`src/hw/rtl/ecu_pkg.sv`:
```
// shared types and constants of the easing curve unit
// opcodes, curve kinds, bounce segment tables and the pipeline payload structs
// no dependencies
package ecu_pkg;

  // curve select codes as they arrive on the request channel
  localparam logic [4:0] OP_LINEAR       = 5'd0;
  localparam logic [4:0] OP_QUAD_IN      = 5'd1;
  localparam logic [4:0] OP_QUAD_OUT     = 5'd2;
  localparam logic [4:0] OP_QUAD_INOUT   = 5'd3;
  localparam logic [4:0] OP_CUBIC_IN     = 5'd4;
  localparam logic [4:0] OP_CUBIC_OUT    = 5'd5;
  localparam logic [4:0] OP_CUBIC_INOUT  = 5'd6;
  localparam logic [4:0] OP_QUART_IN     = 5'd7;
  localparam logic [4:0] OP_QUART_OUT    = 5'd8;
  localparam logic [4:0] OP_QUART_INOUT  = 5'd9;
  localparam logic [4:0] OP_QUINT_IN     = 5'd10;
  localparam logic [4:0] OP_QUINT_OUT    = 5'd11;
  localparam logic [4:0] OP_QUINT_INOUT  = 5'd12;
  localparam logic [4:0] OP_BACK_IN      = 5'd13;
  localparam logic [4:0] OP_BACK_OUT     = 5'd14;
  localparam logic [4:0] OP_BOUNCE_IN    = 5'd15;
  localparam logic [4:0] OP_BOUNCE_OUT   = 5'd16;
  localparam logic [4:0] OP_BOUNCE_INOUT = 5'd17;

  // polynomial degree, stored as degree minus two
  localparam logic [1:0] DEG_QUAD  = 2'd0;
  localparam logic [1:0] DEG_CUBIC = 2'd1;
  localparam logic [1:0] DEG_QUART = 2'd2;
  localparam logic [1:0] DEG_QUINT = 2'd3;

  typedef enum logic [3:0] {
    KIND_NONE,
    KIND_LINEAR,
    KIND_POLY_IN,
    KIND_POLY_OUT,
    KIND_POLY_INOUT,
    KIND_BACK_IN,
    KIND_BACK_OUT,
    KIND_BOUNCE_IN,
    KIND_BOUNCE_OUT,
    KIND_BOUNCE_INOUT
  } kind_e;

  // q16.16 constants
  localparam logic [16:0] FX_ONE      = 17'h10000;
  localparam logic [16:0] FX_HALF     = 17'h08000;
  localparam logic [17:0] BACK_C1_RST = 18'h1b39b;
  localparam logic [18:0] BACK_C3_RST = 19'h2b39b;

  // bounce: n1, d1, segment edges and offsets k/d1, rounded to nearest
  localparam logic signed [20:0] BNC_N1 = 21'sd495608;
  localparam longint BNC_D1_L  = 64'h2bffd;
  localparam longint FX_ONE_L  = 64'h10000;
  localparam longint BNC_K1_L  = 64'h18000;
  localparam longint BNC_K2_L  = 64'h24000;
  localparam longint BNC_K3_L  = 64'h2a000;
  localparam longint BNC_E1_L  = 64'h10000;
  localparam longint BNC_E2_L  = 64'h20000;
  localparam longint BNC_E3_L  = 64'h28000;

  localparam logic [16:0] BNC_KOFF1 = 17'((BNC_K1_L * FX_ONE_L + BNC_D1_L / 2) / BNC_D1_L);
  localparam logic [16:0] BNC_KOFF2 = 17'((BNC_K2_L * FX_ONE_L + BNC_D1_L / 2) / BNC_D1_L);
  localparam logic [16:0] BNC_KOFF3 = 17'((BNC_K3_L * FX_ONE_L + BNC_D1_L / 2) / BNC_D1_L);

  // d1*b >> 16 < e  is the same as  b < ceil(e * 2^16 / d1)
  localparam logic [16:0] BNC_T1 = 17'((BNC_E1_L * FX_ONE_L + BNC_D1_L - 1) / BNC_D1_L);
  localparam logic [16:0] BNC_T2 = 17'((BNC_E2_L * FX_ONE_L + BNC_D1_L - 1) / BNC_D1_L);
  localparam logic [16:0] BNC_T3 = 17'((BNC_E3_L * FX_ONE_L + BNC_D1_L - 1) / BNC_D1_L);

  localparam logic [15:0] BNC_C1 = 16'hc000;
  localparam logic [15:0] BNC_C2 = 16'hf000;
  localparam logic [15:0] BNC_C3 = 16'hfc00;

  // output range
  localparam logic signed [23:0] VAL_ONE = 24'sd65536;
  localparam logic signed [23:0] OUT_MIN = -24'sd131072;
  localparam logic signed [23:0] OUT_MAX = 24'sd196608;

  typedef struct packed {
    kind_e       kind;
    logic [1:0]  deg_m2;
    logic        lo_half;
    logic [16:0] t;
  } ctl_t;

  typedef struct packed {
    ctl_t               ctl;
    logic signed [17:0] x;
  } prep_t;

  typedef struct packed {
    ctl_t               ctl;
    logic signed [20:0] main_v;
    logic signed [18:0] q;
    logic [15:0]        c;
  } prod_t;

endpackage

```
`src/hw/rtl/easing_curve_unit.sv`:
```
// easing curve unit, top level: stream ports, overshoot register, stage chain
// uses ecu_pkg, ecu_prep, ecu_mul, ecu_finish
//
// usage
// - one request on the s_axis channel carries the curve select in tuser and the
//   q16.16 progress in tdata; progress above 1.0 is treated as 1.0
// - one result leaves on the m_axis channel per request, in request order:
//   the signed q16.16 eased value in tdata and a clip flag in tuser
// - cfg_data_i writes the back overshoot c1 (q16.16); c1 + 1.0 is kept
//   alongside it; write only while no request is in flight
// - five register stages: clamp/decode, square, second product, third
//   product, combine/saturate
// - throughput one request per clock unless the sink stalls; every stage is fully pipelined
// - each stage holds its own valid bit and takes new data whenever it is empty
//   or its successor moves, so bubbles close up; when the sink holds tready low
//   the result register keeps its value and upstream stages keep filling until
//   all five are full, then s_axis_tready drops
// - reset clears all valid bits and restores c1 to 1.70158; cfg_ready_o is
//   always high
module easing_curve_unit (
  input  logic        clk_i,
  input  logic        rst_ni,
  // request channel
  input  logic        s_axis_tvalid,
  output logic        s_axis_tready,
  input  logic [23:0] s_axis_tdata,   // [16:0] t_in, rest ignored
  input  logic [4:0]  s_axis_tuser,   // [4:0] opcode
  // result channel
  output logic        m_axis_tvalid,
  input  logic        m_axis_tready,
  output logic [23:0] m_axis_tdata,   // [18:0] eased_value, [23:19] zero
  output logic        m_axis_tuser,   // [0] saturated
  // overshoot register write
  input  logic        cfg_valid_i,
  output logic        cfg_ready_o,
  input  logic [17:0] cfg_data_i
);

  logic [17:0]    c1_q;
  logic [18:0]    c3_q;

  logic           prep_valid;
  logic           prep_ready;
  ecu_pkg::prep_t prep_data;
  logic           mul_valid;
  logic           mul_ready;
  ecu_pkg::prod_t mul_data;
  logic [18:0]    value;

  // config register, c3 = c1 + 1.0 kept ready for the back curves
  assign cfg_ready_o = 1'b1;

  always_ff @(posedge clk_i or negedge rst_ni) begin
    if (!rst_ni) begin
      c1_q <= ecu_pkg::BACK_C1_RST;
      c3_q <= ecu_pkg::BACK_C3_RST;
    end else if (cfg_valid_i && cfg_ready_o) begin
      c1_q <= cfg_data_i;
      c3_q <= {1'b0, cfg_data_i} + {2'b00, ecu_pkg::FX_ONE};
    end
  end

  // stage 1: clamp, decode, operand
  ecu_prep u_prep (
    .clk_i    (clk_i),
    .rst_ni   (rst_ni),
    .valid_i  (s_axis_tvalid),
    .ready_o  (s_axis_tready),
    .opcode_i (s_axis_tuser),
    .t_in_i   (s_axis_tdata[16:0]),
    .valid_o  (prep_valid),
    .ready_i  (prep_ready),
    .data_o   (prep_data)
  );

  // stages 2 to 4: product chain
  ecu_mul u_mul (
    .clk_i   (clk_i),
    .rst_ni  (rst_ni),
    .c1_i    (c1_q),
    .c3_i    (c3_q),
    .valid_i (prep_valid),
    .ready_o (prep_ready),
    .data_i  (prep_data),
    .valid_o (mul_valid),
    .ready_i (mul_ready),
    .data_o  (mul_data)
  );

  // stage 5: combine, saturate, result register
  ecu_finish u_finish (
    .clk_i   (clk_i),
    .rst_ni  (rst_ni),
    .valid_i (mul_valid),
    .ready_o (mul_ready),
    .data_i  (mul_data),
    .valid_o (m_axis_tvalid),
    .ready_i (m_axis_tready),
    .value_o (value),
    .sat_o   (m_axis_tuser)
  );

  assign m_axis_tdata = {5'b00000, value};

`ifndef NO_ASSERTIONS
  // a clipped result sits exactly on one of the range limits
  a_sat_on_limit: assert property (@(posedge clk_i) disable iff (!rst_ni)
    (m_axis_tvalid && m_axis_tuser) |->
      ((m_axis_tdata[18:0] == ecu_pkg::OUT_MIN[18:0]) ||
       (m_axis_tdata[18:0] == ecu_pkg::OUT_MAX[18:0])))
    else $error("clipped result not on a range limit");

  // a write updates c1 and keeps c3 one above it
  a_cfg_write: assert property (@(posedge clk_i) disable iff (!rst_ni)
    (cfg_valid_i && cfg_ready_o) |=>
      ((c1_q == $past(cfg_data_i)) &&
       (c3_q == ({1'b0, $past(cfg_data_i)} + {2'b00, ecu_pkg::FX_ONE}))))
    else $error("overshoot register write lost");

  // requests are refused only when the sink is holding a result back
  a_stall_from_sink: assert property (@(posedge clk_i) disable iff (!rst_ni)
    !s_axis_tready |-> (m_axis_tvalid && !m_axis_tready))
    else $error("request channel stalled without sink back-pressure");
`endif

endmodule

```
`src/hw/rtl/ecu_prep.sv`:
```
// first pipeline stage: clamp of progress, opcode decode, operand forming
// uses ecu_pkg
module ecu_prep (
  input  logic           clk_i,
  input  logic           rst_ni,
  input  logic           valid_i,
  output logic           ready_o,
  input  logic [4:0]     opcode_i,
  input  logic [16:0]    t_in_i,
  output logic           valid_o,
  input  logic           ready_i,
  output ecu_pkg::prep_t data_o
);

  localparam logic signed [18:0] ONE_S = 19'sd65536;
  localparam logic signed [18:0] TWO_S = 19'sd131072;

  logic [16:0]           t_clamp;
  logic                  lo;
  logic signed [18:0]    t_s;
  logic signed [18:0]    x_w;
  ecu_pkg::kind_e        kind;
  logic [1:0]            deg_m2;
  ecu_pkg::prep_t        data_d;
  ecu_pkg::prep_t        data_q;
  logic                  valid_q;

  assign t_clamp = (t_in_i > ecu_pkg::FX_ONE) ? ecu_pkg::FX_ONE : t_in_i;
  assign lo      = t_clamp < ecu_pkg::FX_HALF;
  assign t_s     = $signed({2'b00, t_clamp});

  always_comb begin
    unique case (opcode_i)
      ecu_pkg::OP_LINEAR: kind = ecu_pkg::KIND_LINEAR;
      ecu_pkg::OP_QUAD_IN, ecu_pkg::OP_CUBIC_IN,
      ecu_pkg::OP_QUART_IN, ecu_pkg::OP_QUINT_IN: kind = ecu_pkg::KIND_POLY_IN;
      ecu_pkg::OP_QUAD_OUT, ecu_pkg::OP_CUBIC_OUT,
      ecu_pkg::OP_QUART_OUT, ecu_pkg::OP_QUINT_OUT: kind = ecu_pkg::KIND_POLY_OUT;
      ecu_pkg::OP_QUAD_INOUT, ecu_pkg::OP_CUBIC_INOUT,
      ecu_pkg::OP_QUART_INOUT, ecu_pkg::OP_QUINT_INOUT: kind = ecu_pkg::KIND_POLY_INOUT;
      ecu_pkg::OP_BACK_IN: kind = ecu_pkg::KIND_BACK_IN;
      ecu_pkg::OP_BACK_OUT: kind = ecu_pkg::KIND_BACK_OUT;
      ecu_pkg::OP_BOUNCE_IN: kind = ecu_pkg::KIND_BOUNCE_IN;
      ecu_pkg::OP_BOUNCE_OUT: kind = ecu_pkg::KIND_BOUNCE_OUT;
      ecu_pkg::OP_BOUNCE_INOUT: kind = ecu_pkg::KIND_BOUNCE_INOUT;
      default: kind = ecu_pkg::KIND_NONE;
    endcase
  end

  always_comb begin
    unique case (opcode_i)
      ecu_pkg::OP_CUBIC_IN, ecu_pkg::OP_CUBIC_OUT,
      ecu_pkg::OP_CUBIC_INOUT: deg_m2 = ecu_pkg::DEG_CUBIC;
      ecu_pkg::OP_QUART_IN, ecu_pkg::OP_QUART_OUT,
      ecu_pkg::OP_QUART_INOUT: deg_m2 = ecu_pkg::DEG_QUART;
      ecu_pkg::OP_QUINT_IN, ecu_pkg::OP_QUINT_OUT,
      ecu_pkg::OP_QUINT_INOUT: deg_m2 = ecu_pkg::DEG_QUINT;
      default: deg_m2 = ecu_pkg::DEG_QUAD;
    endcase
  end

  // operand of the power chain, or bounce argument, always within -1..1
  always_comb begin
    unique case (kind)
      ecu_pkg::KIND_POLY_OUT,
      ecu_pkg::KIND_BOUNCE_IN: x_w = ONE_S - t_s;
      ecu_pkg::KIND_POLY_INOUT: x_w = lo ? t_s : TWO_S - (t_s <<< 1);
      ecu_pkg::KIND_BACK_OUT: x_w = t_s - ONE_S;
      ecu_pkg::KIND_BOUNCE_INOUT: x_w = lo ? ONE_S - (t_s <<< 1) : (t_s <<< 1) - ONE_S;
      default: x_w = t_s;
    endcase
  end

  always_comb begin
    data_d.ctl.kind    = kind;
    data_d.ctl.deg_m2  = deg_m2;
    data_d.ctl.lo_half = lo;
    data_d.ctl.t       = t_clamp;
    data_d.x           = x_w[17:0];
  end

  assign ready_o = !valid_q || ready_i;

  always_ff @(posedge clk_i or negedge rst_ni) begin
    if (!rst_ni) begin
      valid_q <= 1'b0;
    end else if (ready_o) begin
      valid_q <= valid_i;
    end
  end

  always_ff @(posedge clk_i) begin
    if (ready_o && valid_i) begin
      data_q <= data_d;
    end
  end

  assign valid_o = valid_q;
  assign data_o  = data_q;

endmodule

```
`src/hw/rtl/ecu_mul.sv`:
```
// three multiplier stages: squares and bounce segment, second and third products
// uses ecu_pkg
module ecu_mul (
  input  logic           clk_i,
  input  logic           rst_ni,
  input  logic [17:0]    c1_i,
  input  logic [18:0]    c3_i,
  input  logic           valid_i,
  output logic           ready_o,
  input  ecu_pkg::prep_t data_i,
  output logic           valid_o,
  input  logic           ready_i,
  output ecu_pkg::prod_t data_o
);

  function automatic logic is_poly(input ecu_pkg::kind_e k);
    is_poly = (k == ecu_pkg::KIND_POLY_IN) || (k == ecu_pkg::KIND_POLY_OUT) ||
              (k == ecu_pkg::KIND_POLY_INOUT);
  endfunction

  function automatic logic is_bounce(input ecu_pkg::kind_e k);
    is_bounce = (k == ecu_pkg::KIND_BOUNCE_IN) || (k == ecu_pkg::KIND_BOUNCE_OUT) ||
                (k == ecu_pkg::KIND_BOUNCE_INOUT);
  endfunction

  // stage 2: x squared, bounce segment and offset
  logic [16:0]        b2;
  logic signed [35:0] sq2;
  logic signed [17:0] m1;
  logic signed [17:0] s2;
  logic [16:0]        koff;
  logic [15:0]        cseg;
  logic               v2_q;
  ecu_pkg::ctl_t      ctl2_q;
  logic signed [17:0] x2_q;
  logic signed [17:0] w2_q;
  logic [15:0]        c2_q;
  logic               rdy2;

  // stage 3: second product and c1 term
  logic signed [19:0] a3;
  logic signed [37:0] prod_a;
  logic signed [36:0] prod_b;
  logic signed [19:0] p3;
  logic               v3_q;
  ecu_pkg::ctl_t      ctl3_q;
  logic signed [17:0] x3_q;
  logic signed [19:0] p3_q;
  logic signed [18:0] q3_q;
  logic [15:0]        c3s_q;
  logic               rdy3;

  // stage 4: third product
  logic signed [20:0] a4;
  logic signed [40:0] prod4;
  logic signed [20:0] main4;
  logic               v4_q;
  ecu_pkg::prod_t     out_q;
  logic               rdy4;

  assign rdy4    = !v4_q || ready_i;
  assign rdy3    = !v3_q || rdy4;
  assign rdy2    = !v2_q || rdy3;
  assign ready_o = rdy2;

  assign b2  = data_i.x[16:0];
  assign sq2 = $signed(data_i.x) * $signed(data_i.x);
  assign m1  = sq2[33:16];

  always_comb begin
    priority if (b2 < ecu_pkg::BNC_T1) begin
      koff = '0;
      cseg = '0;
    end else if (b2 < ecu_pkg::BNC_T2) begin
      koff = ecu_pkg::BNC_KOFF1;
      cseg = ecu_pkg::BNC_C1;
    end else if (b2 < ecu_pkg::BNC_T3) begin
      koff = ecu_pkg::BNC_KOFF2;
      cseg = ecu_pkg::BNC_C2;
    end else begin
      koff = ecu_pkg::BNC_KOFF3;
      cseg = ecu_pkg::BNC_C3;
    end
  end

  assign s2 = $signed({1'b0, b2}) - $signed({1'b0, koff});

  always_ff @(posedge clk_i or negedge rst_ni) begin
    if (!rst_ni) begin
      v2_q <= 1'b0;
      v3_q <= 1'b0;
      v4_q <= 1'b0;
    end else begin
      if (rdy2) begin
        v2_q <= valid_i;
      end
      if (rdy3) begin
        v3_q <= v2_q;
      end
      if (rdy4) begin
        v4_q <= v3_q;
      end
    end
  end

  always_ff @(posedge clk_i) begin
    if (rdy2 && valid_i) begin
      ctl2_q <= data_i.ctl;
      x2_q   <= data_i.x;
      w2_q   <= is_bounce(data_i.ctl.kind) ? s2 : m1;
      c2_q   <= cseg;
    end
  end

  // cubic and back out take x, back in takes c3, the rest square w
  always_comb begin
    if ((is_poly(ctl2_q.kind) && (ctl2_q.deg_m2 == ecu_pkg::DEG_CUBIC)) ||
        (ctl2_q.kind == ecu_pkg::KIND_BACK_OUT)) begin
      a3 = {{2{x2_q[17]}}, x2_q};
    end else if (ctl2_q.kind == ecu_pkg::KIND_BACK_IN) begin
      a3 = $signed({1'b0, c3_i});
    end else begin
      a3 = {{2{w2_q[17]}}, w2_q};
    end
  end

  assign prod_a = a3 * w2_q;
  assign prod_b = $signed({1'b0, c1_i}) * w2_q;
  assign p3 = (is_poly(ctl2_q.kind) && (ctl2_q.deg_m2 == ecu_pkg::DEG_QUAD)) ?
              {{2{w2_q[17]}}, w2_q} : prod_a[35:16];

  always_ff @(posedge clk_i) begin
    if (rdy3 && v2_q) begin
      ctl3_q <= ctl2_q;
      x3_q   <= x2_q;
      p3_q   <= p3;
      q3_q   <= prod_b[34:16];
      c3s_q  <= c2_q;
    end
  end

  always_comb begin
    unique case (ctl3_q.kind)
      ecu_pkg::KIND_BACK_IN: a4 = $signed({4'b0000, ctl3_q.t});
      ecu_pkg::KIND_BACK_OUT: a4 = $signed({2'b00, c3_i});
      ecu_pkg::KIND_BOUNCE_IN, ecu_pkg::KIND_BOUNCE_OUT,
      ecu_pkg::KIND_BOUNCE_INOUT: a4 = ecu_pkg::BNC_N1;
      default: a4 = {{3{x3_q[17]}}, x3_q};
    endcase
  end

  assign prod4 = a4 * p3_q;
  assign main4 = (is_poly(ctl3_q.kind) && (ctl3_q.deg_m2 != ecu_pkg::DEG_QUINT)) ?
                 {p3_q[19], p3_q} : prod4[36:16];

  always_ff @(posedge clk_i) begin
    if (rdy4 && v3_q) begin
      out_q.ctl    <= ctl3_q;
      out_q.main_v <= main4;
      out_q.q      <= q3_q;
      out_q.c      <= c3s_q;
    end
  end

  assign valid_o = v4_q;
  assign data_o  = out_q;

endmodule

```
`src/hw/rtl/ecu_finish.sv`:
```
// last stage: per-curve combination of the products, saturation, result register
// uses ecu_pkg
module ecu_finish (
  input  logic           clk_i,
  input  logic           rst_ni,
  input  logic           valid_i,
  output logic           ready_o,
  input  ecu_pkg::prod_t data_i,
  output logic           valid_o,
  input  logic           ready_i,
  output logic [18:0]    value_o,
  output logic           sat_o
);

  logic signed [23:0] main_w;
  logic signed [23:0] q_w;
  logic signed [23:0] rb_w;
  logic signed [23:0] pw_sh;
  logic signed [23:0] v_w;
  logic [2:0]         shamt;
  logic [18:0]        value_d;
  logic               sat_d;
  logic               valid_q;
  logic [18:0]        value_q;
  logic               sat_q;

  assign main_w = {{3{data_i.main_v[20]}}, data_i.main_v};
  assign q_w    = {{5{data_i.q[18]}}, data_i.q};
  assign rb_w   = main_w + $signed({8'h00, data_i.c});
  assign shamt  = {1'b0, data_i.ctl.deg_m2} + 3'd1;
  assign pw_sh  = main_w <<< shamt;

  always_comb begin
    unique case (data_i.ctl.kind)
      ecu_pkg::KIND_LINEAR: v_w = $signed({7'b0, data_i.ctl.t});
      ecu_pkg::KIND_POLY_IN: v_w = main_w;
      ecu_pkg::KIND_POLY_OUT: v_w = ecu_pkg::VAL_ONE - main_w;
      ecu_pkg::KIND_POLY_INOUT:
        v_w = data_i.ctl.lo_half ? pw_sh : ecu_pkg::VAL_ONE - (main_w >>> 1);
      ecu_pkg::KIND_BACK_IN: v_w = main_w - q_w;
      ecu_pkg::KIND_BACK_OUT: v_w = ecu_pkg::VAL_ONE + main_w + q_w;
      ecu_pkg::KIND_BOUNCE_IN: v_w = ecu_pkg::VAL_ONE - rb_w;
      ecu_pkg::KIND_BOUNCE_OUT: v_w = rb_w;
      ecu_pkg::KIND_BOUNCE_INOUT:
        v_w = data_i.ctl.lo_half ? (ecu_pkg::VAL_ONE - rb_w) >>> 1
                                 : (ecu_pkg::VAL_ONE + rb_w) >>> 1;
      default: v_w = '0;
    endcase
  end

  always_comb begin
    priority if (v_w < ecu_pkg::OUT_MIN) begin
      value_d = ecu_pkg::OUT_MIN[18:0];
      sat_d   = 1'b1;
    end else if (v_w > ecu_pkg::OUT_MAX) begin
      value_d = ecu_pkg::OUT_MAX[18:0];
      sat_d   = 1'b1;
    end else begin
      value_d = v_w[18:0];
      sat_d   = 1'b0;
    end
  end

  assign ready_o = !valid_q || ready_i;

  always_ff @(posedge clk_i or negedge rst_ni) begin
    if (!rst_ni) begin
      valid_q <= 1'b0;
    end else if (ready_o) begin
      valid_q <= valid_i;
    end
  end

  always_ff @(posedge clk_i) begin
    if (ready_o && valid_i) begin
      value_q <= value_d;
      sat_q   <= sat_d;
    end
  end

  assign valid_o = valid_q;
  assign value_o = value_q;
  assign sat_o   = sat_q;

endmodule

```
`config.mk`:
```
export PLATFORM = sky130hd
export DESIGN_NAME = easing_curve_unit
export DESIGN_NICKNAME = d
export VERILOG_FILES = /design/src/hw/rtl/ecu_pkg.sv /design/src/hw/rtl/easing_curve_unit.sv /design/src/hw/rtl/ecu_prep.sv /design/src/hw/rtl/ecu_mul.sv /design/src/hw/rtl/ecu_finish.sv
export SDC_FILE = /design/constraint.sdc
export NUM_CORES = 2
export LEC_CHECK = 0
export ABC_CLOCK_PERIOD_IN_PS = 8200
export BUFFER_PORTS_ARGS = -buffer_cell sky130_fd_sc_hd__buf_2
export CAP_MARGIN = 0
export CORE_UTILIZATION = 54
export DETAILED_ROUTE_END_ITERATION = 8
export HOLD_SLACK_MARGIN = 0.02
export PLACE_DENSITY = 0.73
export RECOVER_POWER = 25
export SLEW_MARGIN = 10
export SYNTH_ARGS = -nofsm -noshare
export SYNTH_HDL_FRONTEND = slang
export SYNTH_SLANG_ARGS = --single-unit
export TNS_END_PERCENT = 30
```
`constraint.sdc`:
```
create_clock -name clk_i -period 8.2 [get_ports clk_i]
set_clock_uncertainty 0.2 [all_clocks]
set_input_delay 0.41 -clock clk_i [delete_from_list [all_inputs] [get_ports clk_i]]
set_output_delay 0.41 -clock clk_i [all_outputs]
set_load 0.05 [all_outputs]
```
# Yosys cells after proc, flatten, opt, wreduce, memory -nomap -nowiden

Memory sizes are Yosys's and may differ from the RTL's. A register that Yosys moved wholly into a read port is not among the register bits.
Cells that the tools add are included.
W data, S select, Z words.

Bits in read-only memories: 160
Logic and storage cells: 149
Register bits: 355
Input port bits: 52
Memories: 2

Memory list:

| name            | depth | bits a word | rd ports | clocked after Yosys merged registers in | write ports | RTL line       | RTL |
|---|---|---|---|---|---|---|---|
| (no name shown) | 32    | 4           | 1        | 0                                       | 0           | ecu_prep.sv:33 | `unique case (opcode_i)` |
| (no name shown) | 16    | 2           | 1        | 1                                       | 0           | ecu_prep.sv:51 | `unique case (opcode_i)` |

Multiply operators: 4
Order comparisons: 7
Eq/ne operators: 32
Add/subtract/negate cells: 16
Reduce and logical (&&, ||, !) cells: 30
Shift-type cells: 1
Multiplexer cells: 20

Operators with widths:

| kind                     | count |
|---|---|
| $pmux W24 S9             | 1 |
| $pmux W18 S4             | 1 |
| $pmux W21 S3             | 1 |
| $eq A4 B3 Y1 const B     | 15 |
| $mux W20                 | 3 |
| $mux W18                 | 3 |
| $lt A17 B16 Y1 const B   | 3 |
| $mux W17                 | 3 |
| $mux W24                 | 2 |
| $mul A21 B20 Y37         | 1 |
| $mul A20 B18 Y36         | 1 |
| $mul A19 B18 Y35         | 1 |
| $mul A18 B18 Y34         | 1 |
| $eq A4 B2 Y1 const B     | 7 |
| $eq A4 B4 Y1 const B     | 7 |
| $add A18 B24 Y24 const A | 1 |
| $gt A24 B19 Y1 const B   | 1 |
| $lt A24 B18 Y1 const B   | 1 |
| $sshl A21 B3 Y24         | 1 |
| $sub A18 B24 Y24 const A | 1 |
| $add A22 B19 Y23         | 1 |
| $add A18 B21 Y22 const A | 1 |
| $add A21 B17 Y22         | 1 |
| $sub A18 B21 Y22 const A | 1 |
| 27 further kinds         | 51 |

# Depth between registers and ports, before layout

Depth after elaboration: 8
Depth in mapped cells: 35

# By module

A second synthesis with hierarchy kept.

Cell total of the unflattened synthesis: 7284
Area, all modules: 67780.0 sq um

By module, submodules not included:

| module            | cells an instance | times used | sequential area each (sq um) | area each (sq um) |
|---|---|---|---|---|
| ecu_mul           | 5709              | 1          | 6501.2                       | 55094.1 |
| ecu_finish        | 1219              | 1          | 625.6                        | 8809.7 |
| ecu_prep          | 302               | 1          | 1286.2                       | 2937.8 |
| easing_curve_unit | 54                | 1          | 540.5                        | 938.4 |

# Worst setup path before layout

No wires, ideal clock.

Path kind: register to register
From: register u_mul.ctl2_q[23] (netlist bit)
To: register u_mul.p3_q[17] (data pin)
Slack: -0.528 ns
Data arrival time: 8.259 ns
Clock period less this slack: 8.728 ns
Path buffers: 3
Cell stages (with the launch flop): 28
Library setup time: 0.269 ns
Cells stage by stage: edfxtp_1 > nor4bb_1 > clkbuf_1 > clkbuf_1 > mux2i_1 > o21ai_1 > clkbuf_1 > nand2_1 > fa_1 > inv_1 > fa_1 > inv_1 > fa_1 > fa_1 > inv_1 > fa_1 > fa_1 > ha_1 > a2111oi_0 > nand2_1 > a2111oi_0 > o21ai_0 > nor4bb_1 > or2_2 > a221o_1 > a211oi_1 > xnor2_1 > o21ai_0

Word-level cells in the longest chain between the ends: 8
Elaborated cells between the ends (all ways): 14

RTL lines:

| element                          | RTL line       | RTL |
|---|---|---|
| start: declaration               | ecu_mul.sv:34  | `ecu_pkg::ctl_t ctl2_q;` |
| start signal: assignment         | ecu_mul.sv:108 | `ctl2_q <= data_i.ctl;` |
| $eq A4 B2 Y1                     | ecu_mul.sv:17  | `is_poly = (k == ecu_pkg::KIND_POLY_IN) \|\| (k == ecu_pkg::KIND_POLY_OUT) \|\|` |
| $logic_or A1 B1 Y1 (2 in series) | ecu_mul.sv:17  |  |
| $logic_and A1 B1 Y1              | ecu_mul.sv:117 | `if ((is_poly(ctl2_q.kind) && (ctl2_q.deg_m2 == ecu_pkg::DEG_CUBIC)) \|\|` |
| $logic_or A1 B1 Y1               | ecu_mul.sv:117 |  |
| $mux W20                         | ecu_mul.sv:117 |  |
| $mul A20 B18 Y36                 | ecu_mul.sv:127 | `assign prod_a = a3 * w2_q;` |
| $mux W20 (*)                     | ecu_mul.sv:129 | `assign p3 = (is_poly(ctl2_q.kind) && (ctl2_q.deg_m2 == ecu_pkg::DEG_QUAD)) ?` |
| named net u_mul.p3[17]           | ecu_mul.sv:44  | `logic signed [19:0] p3;` |
| end signal: assignment           | ecu_mul.sv:136 | `p3_q <= p3;` |
| end: declaration                 | ecu_mul.sv:48  | `logic signed [19:0] p3_q;` |

Mark *: on every way through the listed nets, which the timed path passes. The rest lies on a longest branch.
A chain may end at the register's enable or synchronous reset.

# Final worst setup path

From: register u_mul.ctl2_q[18] (netlist bit)
To: register u_mul.p3_q[19] (data pin)

Word-level cells in the longest chain between the ends: 6
Elaborated cells between the ends (all ways): 8

RTL lines:

| element                | RTL line |
|---|---|
| $eq A2 B1 Y1           | ecu_mul.sv:117 |
| $logic_and A1 B1 Y1    | ecu_mul.sv:117 |
| $logic_or A1 B1 Y1     | ecu_mul.sv:117 |
| $mux W20               | ecu_mul.sv:117 |
| $mul A20 B18 Y36       | ecu_mul.sv:127 |
| $mux W20 (*)           | ecu_mul.sv:129 |
| named net u_mul.p3[19] | ecu_mul.sv:44 |

Marked as above.

==> run metrics <==
final hold slack 0.0419 ns; failing checks capacitance limit, slew limit; Layout Nets 9128; share of cells above drive strength 1 10.2%; slowest stage delay, CP 0.55 ns; IO Port Bufs 66; crit share post-route 99.0%; CP startpoint kind flop; Via Count 51400; antenna viol nets, final 0; crit path from u_mul.ctl2_q[18]; CTS clk-pin slew, worst paths 0.06 ns; critical path arrival 8.22 ns; die area 125000 sq um; Mean Syn Cell Area 9.31 sq um; Post-synth EDFFs 276; vias in the first global route 53800; CTS Buffer Depth 3; RSZ-0062 raised after global routing true; Critical-path top delay cell fa_1; Final Hold Fails 0; CTS tree built; Detailed Routing Iterations Pass 1 6; Final Instance Area 73100 sq um; Placed Area 70400 sq um; commonest non-fill, non-tap cell in the layout inv_1; max-cap viol count 2; CTS Buf Count 37; root buffer cell clkbuf_16; Hold Crit Start s_axis_tdata[3]; Initial Utilization 54.5%; Final Max Slew Viols 27; worst hold path type input port to flop; outcome finished with violations; core footprint 122000 sq um; GRT Overall Usage 30.6%; antenna violations before repair 7; Setup CP Type flop to flop; IO Pins 80; Vert. Die Dim 353 microns; largest net degree at the start of global routing 67; Worst-Skew Late Latency 0.58 ns; H-Tree Depth 2; worst path required time 8.30 ns; grt ovf 0; Crit path top cell by count fa_1; routed wire length 189000 microns; synthesized area 66500 sq um; DP HPWL 151000 microns; Final Non-Filler Cells 8952; Cells after Synth 7145; DR WL/cell 21.1 microns; Tightest Pin Transition 2.03 ns; row count 128; synth warn 0; first-pass GRT wire length 298000 microns; Worst Path Max Fanout 21; Iteration-0 DRC Markers 4476; crit end category flop; filler cell count 10300; routability cong. 0.952; Die W 353 microns; reg2reg start u_mul.ctl2_q[18]; most used flip-flop cell after synthesis edfxtp_1; Tmin final 8.12 ns; # setup viols final 0; vias per cell 5.74; dpl cells 8812; Sink Count 302; sequential share of the synthesized area 13.5%; most frequent cells in the layout 1530 x inv_1, 1271 x fa_1, 932 x nand2_1; ys async rst share 8.61%; FMAX 123 MHz; flops & latches, synth 302; post-synthesis cell type count 106; synth-to-layout area growth 9.90%; Rel. slew slack -35.6%; DRC Markers 0
==> path summary, 6_finish.rpt <==
| kind | end | slack, ns | cells past startpoint |
|---|---|---|---|
| worst max-delay path | u_mul.p3_q[19] | 0.08 | 29 |
| worst min-delay path | u_prep.data_o[3] | 0.04 | 3 |
| worst max register to register | u_mul.p3_q[19] | 0.08 | 29 |
| worst min register to register | u_mul.ctl3_q[1] | 0.19 | 0 |
| max in group asynchronous | c1_q[10] | 5.84 | 2 |
| min in group asynchronous | u_finish.valid_o | 0.76 | 2 |
==> final cells by class <==
type / count / area (sq um) / area share [%]
Antenna cell: 5 / 12.5 / 0.0171
Timing Repair Buffer: 466 / 3880 / 5.31
Sequential cell: 302 / 8950 / 12.3
Tap cell: 1625 / 2030 / 2.78
Multi-Input combinational cell: 4942 / 51100 / 70.0
Inverter: 1546 / 5800 / 7.94
Clock inverter: 19 / 260 / 0.356
Clock buffer: 47 / 985 / 1.35
==> synth_stat cells, types with 17 or more instances <==
| library cell | number | area (sq um) |
|---|---|---|
| edfxtp_1 | 276 | 8290 |
| inv_1 | 1542 | 5790 |
| nor3_1 | 80 | 400 |
| a221oi_1 | 17 | 149 |
| nand3_1 | 76 | 380 |
| a22oi_1 | 25 | 188 |
| mux2_2 | 33 | 372 |
| and2_1 | 489 | 3060 |
| or2_2 | 25 | 156 |
| o21ai_1 | 24 | 120 |
| o21ai_0 | 139 | 696 |
| a31oi_1 | 23 | 144 |
| or3_1 | 17 | 106 |
| clkbuf_1 | 322 | 1210 |
| xor2_1 | 59 | 517 |
| o211ai_1 | 23 | 173 |
| ha_1 | 498 | 6230 |
| o21a_1 | 34 | 255 |
| nor2_1 | 187 | 702 |
| nand4_1 | 23 | 144 |
| mux2i_1 | 47 | 470 |
| nand2_1 | 945 | 3550 |
| and3_1 | 35 | 219 |
| a21oi_1 | 195 | 976 |
| a21o_1 | 36 | 270 |
| xnor2_1 | 150 | 1310 |
| fa_1 | 1283 | 25700 |
| nor4_1 | 22 | 138 |
| nand2b_1 | 57 | 357 |
| nor2b_1 | 51 | 319 |
| o31ai_1 | 18 | 135 |
| a211oi_1 | 42 | 315 |
==> worst max-delay path, delay by kind of cell, from the launching register on <==
| kind | cells | cell delay (ns) |
|---|---|---|
| adder cells (fa/ha/maj) | 7 | 3.26 |
| AO/OA/AOI/OAI | 9 | 2.38 |
| AND/OR/NAND/NOR | 6 | 0.81 |
| buffers and inverters | 7 | 0.80 |
| flip-flops | 1 | 0.40 |
==> flip-flops by register name, summed over array words and instances (netlist names) <==
register / count
u_finish.valid_o: 1
u_mul.w2_q: 18
c1_q: 18
u_prep.data_o: 42
c3_q: 3
u_mul.ctl3_q: 24
u_finish.sat_o: 1
u_prep.valid_o: 1
u_mul.c3s_q: 3
u_finish.value_o: 19
u_mul.x2_q: 18
u_mul.data_o: 67
u_mul.valid_o: 1
u_mul.v3_q: 1
u_mul.c2_q: 3
u_mul.v2_q: 1
u_mul.q3_q: 19
u_mul.x3_q: 18
u_mul.ctl2_q: 24
u_mul.p3_q: 20
==> per-layer routing <==
metal  part of all wire (%)  GRT usage [%]
met1                     39           40.8
met5                  0.015              0
met3                    9.3           5.09
met4                    4.7           11.8
met2                     47           50.0
==> cell families (layout without fill, tap and decap cells) <==
group / after synthesis / after routing / share of synthesized area [%]
muxes: 91 / 91 / 1.64
AOI/OAI and AO/OA: 766 / 766 / 7.76
buffers and inverters: 1905 / 2078 / 10.8
adders and majority gates: 1781 / 1781 / 48.0
other: 2 / 11 / 0.0113
xor gates and xnor gates: 210 / 210 / 2.78
DFF: 302 / 302 / 13.5
and+or+nand+nor: 2088 / 2088 / 15.5
==> through the flow <==
step | setup WS (ns) | util [%] | setup TNS [ns]
final | 0.0805 | 59.9 | 0
after CTS | -0.0189 | 59.1 | -0.0194
after global placement | -0.132 | 57.7 | -0.847
after global routing | -0.146 | 59.9 | -0.886
after detailed placement | -0.290 | 57.7 | -3.17
after floorplan | -0.00486 | - | -0.00486
==> what timing repair did <==
action / CTS / global route
cloned: 0 / 6
hold buffers: 23 / 0
endpoints found under the setup margin: 23 / 32
pin swaps: 9 / 111
setup buffers: 17 / 28
endpoints found under the hold margin: 40 / 0
resized for setup: 30 / 148
Power is not shown: default switching activity piles up to over one toggle a cycle in this logic, so the estimate is an artifact.
